`src/hvd_pkg.sv`:
```
// Shared types, constants and saturating arithmetic for the two-state Viterbi decoder.
// No dependencies; imported by hmm_viterbi_decoder.
`default_nettype none

package hvd_pkg;

	localparam int Q_W             = 24;  // signed Q15.8 score width
	localparam int POS_W           = 6;   // width of the position field
	localparam int CFG_IDX_W       = 3;
	localparam int NUM_CFG         = 6;
	localparam int MAX_SEQ_LEN_DEF = 64;

	localparam logic signed [Q_W-1:0] Q_MIN = {1'b1, {(Q_W-1){1'b0}}};
	localparam logic signed [Q_W-1:0] Q_MAX = {1'b0, {(Q_W-1){1'b1}}};

	typedef enum logic [CFG_IDX_W-1:0] {
		REG_INIT0   = 3'd0,
		REG_INIT1   = 3'd1,
		REG_TRANS00 = 3'd2,
		REG_TRANS01 = 3'd3,
		REG_TRANS10 = 3'd4,
		REG_TRANS11 = 3'd5
	} cfg_reg_t;

	typedef enum logic [2:0] {
		ST_IDLE,
		ST_CAND,
		ST_SEL,
		ST_NORM,
		ST_TB_READ,
		ST_TB_OUT
	} hvd_state_t;

	typedef struct packed {
		logic signed [Q_W-1:0] log_emit_state0;
		logic signed [Q_W-1:0] log_emit_state1;
		logic                  seq_last;
	} in_item_t;

	typedef struct packed {
		logic             decoded_state;
		logic [POS_W-1:0] position;
		logic             run_last;
	} out_item_t;

	// saturating a + b
	function automatic logic signed [Q_W-1:0] sat_add(input logic signed [Q_W-1:0] a,
	                                                  input logic signed [Q_W-1:0] b);
		logic signed [Q_W:0] s;
		s = {a[Q_W-1], a} + {b[Q_W-1], b};
		if (s[Q_W] != s[Q_W-1])
			return s[Q_W] ? Q_MIN : Q_MAX;
		return s[Q_W-1:0];
	endfunction

	// saturating a - b
	function automatic logic signed [Q_W-1:0] sat_sub(input logic signed [Q_W-1:0] a,
	                                                  input logic signed [Q_W-1:0] b);
		logic signed [Q_W:0] s;
		s = {a[Q_W-1], a} - {b[Q_W-1], b};
		if (s[Q_W] != s[Q_W-1])
			return s[Q_W] ? Q_MIN : Q_MAX;
		return s[Q_W-1:0];
	endfunction

endpackage

`default_nettype wire

```
`src/hmm_viterbi_decoder.sv`:
```
// Top level of the two-state log-domain Viterbi decoder with survivor memory and traceback.
// Depends on hvd_pkg (types, register codes, saturating add/subtract).
//
//  channel | direction | handshake             | payload
//  --------+-----------+-----------------------+-------------------------------------------
//  in      | sink      | in_valid / in_ready   | in_data  (emission scores, seq_last)
//  out     | source    | out_valid / out_ready | out_data (decoded_state, position, run_last)
//  cfg     | sink      | cfg_wr_en             | cfg_index, cfg_wdata (no wait, no read-back)
//
// An observation passes through transfer, candidate sums, compare-select plus emission,
// then renormalise plus survivor write; the next one is taken in the cycle after.
// On the last observation the traceback follows: each result takes a survivor memory
// read, then presentation, as the survivor memory is read through a register.
// Reset clears the configuration registers, path metrics, step counter and controller;
// the survivor memory is not cleared, as traceback only reads entries of the current run.
// A stalled out_ready holds the traceback; no input is taken until it has finished.
`default_nettype none

module hmm_viterbi_decoder #(
	parameter int MAX_SEQ_LEN = hvd_pkg::MAX_SEQ_LEN_DEF
) (
	input  wire logic                           clk,
	input  wire logic                           arst_n,
	// observation channel
	input  wire logic                           in_valid,
	output      logic                           in_ready,
	input  wire hvd_pkg::in_item_t              in_data,
	// result channel
	output      logic                           out_valid,
	input  wire logic                           out_ready,
	output      hvd_pkg::out_item_t             out_data,
	// configuration writes
	input  wire logic                           cfg_wr_en,
	input  wire logic [hvd_pkg::CFG_IDX_W-1:0]  cfg_index,
	input  wire logic [hvd_pkg::Q_W-1:0]        cfg_wdata
);
	import hvd_pkg::*;

	localparam int PosW = $clog2(MAX_SEQ_LEN);
	localparam logic [PosW-1:0] LastPos = PosW'(MAX_SEQ_LEN - 1);

	hvd_state_t state_q, state_d;

	// configuration
	logic signed [Q_W-1:0] init0_q, init1_q;
	logic signed [Q_W-1:0] trans00_q, trans01_q, trans10_q, trans11_q;

	// latched observation
	logic signed [Q_W-1:0] emit0_q, emit1_q;
	logic                  seq_last_q;

	// add-compare-select pipeline (one item in flight)
	logic signed [Q_W-1:0] cand00_s1, cand01_s1, cand10_s1, cand11_s1;
	logic signed [Q_W-1:0] nm0_s2, nm1_s2;
	logic [1:0]            surv_s2;

	logic signed [Q_W-1:0] pm0_q, pm1_q;
	logic [PosW-1:0]       step_q;

	// traceback
	logic            tb_state_q;
	logic [PosW-1:0] tb_pos_q;
	logic [1:0]      surv_rd_q;

	// survivor store: bit k = chosen predecessor of state k at that position
	logic [1:0] surv_mem [MAX_SEQ_LEN];

	logic first_pos;
	logic last_item;
	logic tb_done;
	logic signed [Q_W-1:0] sel0, sel1, best;

	assign first_pos = (step_q == '0);
	assign last_item = seq_last_q || (step_q == LastPos);
	assign tb_done   = (tb_pos_q == '0);

	// compare-select; state 0 wins a tie
	assign sel0 = (cand10_s1 > cand00_s1) ? cand10_s1 : cand00_s1;
	assign sel1 = (cand11_s1 > cand01_s1) ? cand11_s1 : cand01_s1;
	assign best = (nm1_s2 > nm0_s2) ? nm1_s2 : nm0_s2;

	// controller
	always_comb begin
		state_d   = state_q;
		in_ready  = 1'b0;
		out_valid = 1'b0;
		unique case (state_q)
			ST_IDLE: begin
				in_ready = 1'b1;
				if (in_valid)
					state_d = ST_CAND;
			end
			ST_CAND: state_d = ST_SEL;
			ST_SEL:  state_d = ST_NORM;
			ST_NORM: state_d = last_item ? ST_TB_READ : ST_IDLE;
			ST_TB_READ: state_d = ST_TB_OUT;
			ST_TB_OUT: begin
				out_valid = 1'b1;
				if (out_ready)
					state_d = tb_done ? ST_IDLE : ST_TB_READ;
			end
			default: state_d = ST_IDLE;
		endcase
	end

	always_ff @(posedge clk or negedge arst_n) begin
		if (!arst_n)
			state_q <= ST_IDLE;
		else
			state_q <= state_d;
	end

	// configuration registers; indexes beyond the list are ignored
	always_ff @(posedge clk or negedge arst_n) begin
		if (!arst_n) begin
			init0_q   <= '0;
			init1_q   <= '0;
			trans00_q <= '0;
			trans01_q <= '0;
			trans10_q <= '0;
			trans11_q <= '0;
		end else if (cfg_wr_en) begin
			unique case (cfg_reg_t'(cfg_index))
				REG_INIT0:   init0_q   <= cfg_wdata;
				REG_INIT1:   init1_q   <= cfg_wdata;
				REG_TRANS00: trans00_q <= cfg_wdata;
				REG_TRANS01: trans01_q <= cfg_wdata;
				REG_TRANS10: trans10_q <= cfg_wdata;
				REG_TRANS11: trans11_q <= cfg_wdata;
				default: ;
			endcase
		end
	end

	// payload registers: observation, ACS stages, traceback
	always_ff @(posedge clk) begin
		if (state_q == ST_IDLE && in_valid) begin
			emit0_q    <= in_data.log_emit_state0;
			emit1_q    <= in_data.log_emit_state1;
			seq_last_q <= in_data.seq_last;
		end
		if (state_q == ST_CAND) begin
			// first position: initial scores plus emission go straight through
			cand00_s1 <= first_pos ? sat_add(init0_q, emit0_q) : sat_add(pm0_q, trans00_q);
			cand01_s1 <= first_pos ? sat_add(init1_q, emit1_q) : sat_add(pm0_q, trans01_q);
			cand10_s1 <= sat_add(pm1_q, trans10_q);
			cand11_s1 <= sat_add(pm1_q, trans11_q);
		end
		if (state_q == ST_SEL) begin
			nm0_s2  <= first_pos ? cand00_s1 : sat_add(sel0, emit0_q);
			nm1_s2  <= first_pos ? cand01_s1 : sat_add(sel1, emit1_q);
			surv_s2 <= {cand11_s1 > cand01_s1, cand10_s1 > cand00_s1};
		end
		if (state_q == ST_NORM && last_item) begin
			tb_state_q <= (nm1_s2 > nm0_s2);
			tb_pos_q   <= step_q;
		end
		if (state_q == ST_TB_OUT && out_ready && !tb_done) begin
			tb_state_q <= surv_rd_q[tb_state_q];
			tb_pos_q   <= tb_pos_q - 1'b1;
		end
	end

	// path metrics and position counter; both return to zero after a run
	always_ff @(posedge clk or negedge arst_n) begin
		if (!arst_n) begin
			pm0_q  <= '0;
			pm1_q  <= '0;
			step_q <= '0;
		end else if (state_q == ST_NORM) begin
			if (last_item) begin
				pm0_q  <= '0;
				pm1_q  <= '0;
				step_q <= '0;
			end else begin
				pm0_q  <= sat_sub(nm0_s2, best);
				pm1_q  <= sat_sub(nm1_s2, best);
				step_q <= step_q + 1'b1;
			end
		end
	end

	// survivor memory: written once per non-first position, read at the traceback pointer
	always_ff @(posedge clk) begin
		if (state_q == ST_NORM && !first_pos)
			surv_mem[step_q] <= surv_s2;
		surv_rd_q <= surv_mem[tb_pos_q];
	end

	assign out_data.decoded_state = tb_state_q;
	assign out_data.position      = POS_W'(tb_pos_q);
	assign out_data.run_last      = tb_done;

endmodule

`default_nettype wire

```
`config.mk`:
```
export PLATFORM = sky130hd
export DESIGN_NAME = hmm_viterbi_decoder
export DESIGN_NICKNAME = d
export VERILOG_FILES = /design/src/hvd_pkg.sv /design/src/hmm_viterbi_decoder.sv
export SDC_FILE = /design/constraint.sdc
export NUM_CORES = 1
export LEC_CHECK = 0
export BUFFER_PORTS_ARGS = -buffer_cell sky130_fd_sc_hd__buf_2
export CAP_MARGIN = 30
export CORE_MARGIN = 2
export CORE_UTILIZATION = 35
export CTS_BUF_LIST = sky130_fd_sc_hd__clkbuf_16
export DETAILED_ROUTE_END_ITERATION = 8
export GPL_TIMING_DRIVEN = 0
export SLEW_MARGIN = 20
export SYNTH_ARGS = -nofsm -noshare
export SYNTH_HDL_FRONTEND = slang
export SYNTH_SLANG_ARGS = --single-unit
```
`constraint.sdc`:
```
create_clock -name clk -period 10.6 [get_ports clk]
set_clock_uncertainty 0.05 [all_clocks]
set_input_delay 1.59 -clock clk [delete_from_list [all_inputs] [get_ports clk]]
set_output_delay 1.59 -clock clk [all_outputs]
set_load 0.03 [all_outputs]
```
==> flow_metrics.tcl <==
set metrics [dict create \
    status "complete, no violations" \
    synth_fp_nets 3916 \
    setup_viol 0 \
    synth_seq_cells 533 \
    crit_type "flop to flop" \
    critPathMostFrequentCell "clkbuf_1" \
    cts_setup_buffers 0 \
    cts_tree "yes" \
    hold_path.class "flop to flop" \
    vias 28900 \
    grt_max_degree 79 \
    ios 91 \
    synth_ff_type "edfxtp_1" \
    grt_overflow 0 \
    dr.pass1.iters 6 \
    core-area_sq_mm 0.101 \
    io_buffers 88 \
    synth_area_leaders "edfxtp_1 28%, dfrtp_1 14%, ha_1 10%" \
    cts_max_path_buffers 3 \
    hpwl_microns 93200 \
    layout_commonest_cell "edfxtp_1" \
    path_depth 28 \
    drc 0 \
    worstRegToRegCells 28 \
    hold_violations 0 \
    crit_start "nm0_s2[16]$_DFFE_PN_" \
    root_buffer "clkbuf_16" \
    vias_per_cell 5.63 \
    h-tree-depth 2 \
    startpoint_type "flop" \
    cpPeakStageDelay_ns 0.70 \
    fin_util_pct 39.5 \
    top_register "surv_mem" \
    whs_ns 0.464 \
    worst_slew_pin_slew_ns 1.05 \
    post_cts_resized 0 \
    synth-edff-count 330 \
    drive_above_1_share_pct 12.9 \
    async_flop_share_pct 37.7 \
    timing.critical_path.max_delay_family "compound AO/OA/AOI/OAI gates" \
    fin_crit_ns 9.72 \
    largest_register_ffs 128 \
    synth_area_sq_mm 0.0357 \
    finalNonFillerCells 5134 \
    wirelength_microns 117000 \
    reg2reg_setup_slack_ns 0.88 \
    die_w_microns 323 \
    grtUsageTotal_pct 22.1 \
    yosys_warnings 0 \
    cp.arrival_ns 10.17 \
    rows 117 \
    path_buf_inv 8 \
    syn_avg_cell_area_sq_um 10.1 \
    avgRoutedWirePerCell_microns 22.8 \
    post-place-cells 5018 \
    grt_pass1_wl_microns 172000 \
    crit_path_top_delay_cell "clkbuf_1" \
    layout.nets 4094 \
    netlist_instances 3535 \
    timing.rr.end "pm0_q[8]$_DFFE_PN0N_" \
    timing.rr.start "nm0_s2[16]$_DFFE_PN_" \
    max-cap-violations 0 \
    end_kind "flop" \
    yosysSeqAreaShare_pct 42.0 \
    grt_pass1_vias 27500 \
    yosys.area.top_type "edfxtp_1" \
    mostFrequentLayoutCells "330 x edfxtp_1, 322 x a21oi_1, 292 x ha_1" \
    cts_hold_buf 0 \
    antenna_found_initial 5 \
    period_share_pct 91.7 \
    path_clk_slew_ns 0.06 \
    worst_ep_required_time_ns 11.05 \
    dieArea_sq_mm 0.105 \
    initial_core_util_pct 35.2 \
    max_freq_mhz 103 \
    drtIter0Drc 2779 \
    numCtsBuffers 58 \
    synth.distinct_cells 103 \
    crit_fanout 10 \
    relSlewSlack_pct 29.9 \
    drtAntennaViolNets 0 \
    worstSkewPairLatency_ns 0.66 \
    die_height_microns 323 \
    clkSinkCount 533 \
    synthToLayoutAreaGrowth_pct 12.4 \
    rsz0062_at_grt "no" \
    synth_top_area_share_pct 27.8 \
    slew_viol_final 0 \
    crit_end "pm0_q[8]$_DFFE_PN0N_" \
    fin_tns_setup_ns 0 \
    gp_congestion 0.944 \
]
## logic make-up (layout without fill, tap and decap cells)
group	count (synthesis)	after routing	share of synthesized area, %
AO/OA/AOI/OAI	1052	1052	18.7
XOR/XNOR	183	183	4.49
adder cells (fa/ha/maj)	321	321	11.3
buffers and inverters	299	526	3.22
flip-flops	533	533	42.0
multiplexers	254	254	8.35
other	0	4	0
AND/OR/NAND/NOR	893	893	12.0
## stage by stage
| step | setup WS, ns | instance area (sq um) |
|---|---|---|
| 2_1_floorplan | 2.16 | 35700 |
| 3_3_place_gp | -1.69 | 37800 |
| 3_5_place_dp | 1.09 | 38200 |
| 4_1_cts | 1.06 | 40100 |
| 5_1_grt | 0.569 | 40100 |
| 6_report | 0.882 | 40100 |
## cell usage after synthesis (all sizes together), types with 34 or more instances
cell type and number:
edfxtp 330, a21oi 324, ha 292, nor2 268
o21ai 262, nand2 232, dfrtp 201, mux2 190
inv 166, xnor2 119, clkbuf 107, a21o 73
nor3 65, xor2 64, nor2b 55, nand3 54
nand2b 52, mux2i 48, o21a 46, o22ai 43
a31oi 40, a211oi 34
## worst min path at each step
stage          cells after the start  slack [ns]                         to                       from
2_1_floorplan                      2        0.42      pm0_q[23]$_DFFE_PN0N_      pm0_q[23]$_DFFE_PN0N_
3_3_place_gp                       1        0.44   trans01_q[0]$_DFFE_PN0P_   trans01_q[0]$_DFFE_PN0P_
6_report                           1        0.46    init0_q[22]$_DFFE_PN0P_    init0_q[22]$_DFFE_PN0P_
5_1_grt                            1        0.47  trans11_q[16]$_DFFE_PN0P_  trans11_q[16]$_DFFE_PN0P_
4_1_cts                            1        0.47   trans11_q[2]$_DFFE_PN0P_   trans11_q[2]$_DFFE_PN0P_
3_5_place_dp                       1        0.45  trans01_q[10]$_DFFE_PN0P_  trans01_q[10]$_DFFE_PN0P_
## area by class of cell
cell class	count	area [sq um]
antenna	4	10.0
buffer	133	527
clock buffer	60	1500
clock inverter	49	380
fill	10000	61300
inverter	166	623
multi-input combinational	2703	19600
sequential	533	15000
tap	1368	1710
timing repair buffer	118	803
## layer usage
layer / share of wire [%] / GRT usage, % / up-vias
met1: 43 / 29.4 / 14100
met3: 6.1 / 2.52 / 212
met2: 46 / 36.0 / 997
met5: 0.011 / 0 / -
li1: - / - / 13600
met4: 4.8 / 9.98 / 2
Power is left out: the tool's default activity adds up to more than one toggle a clock period on the data nets, which glitch-free logic cannot reach.
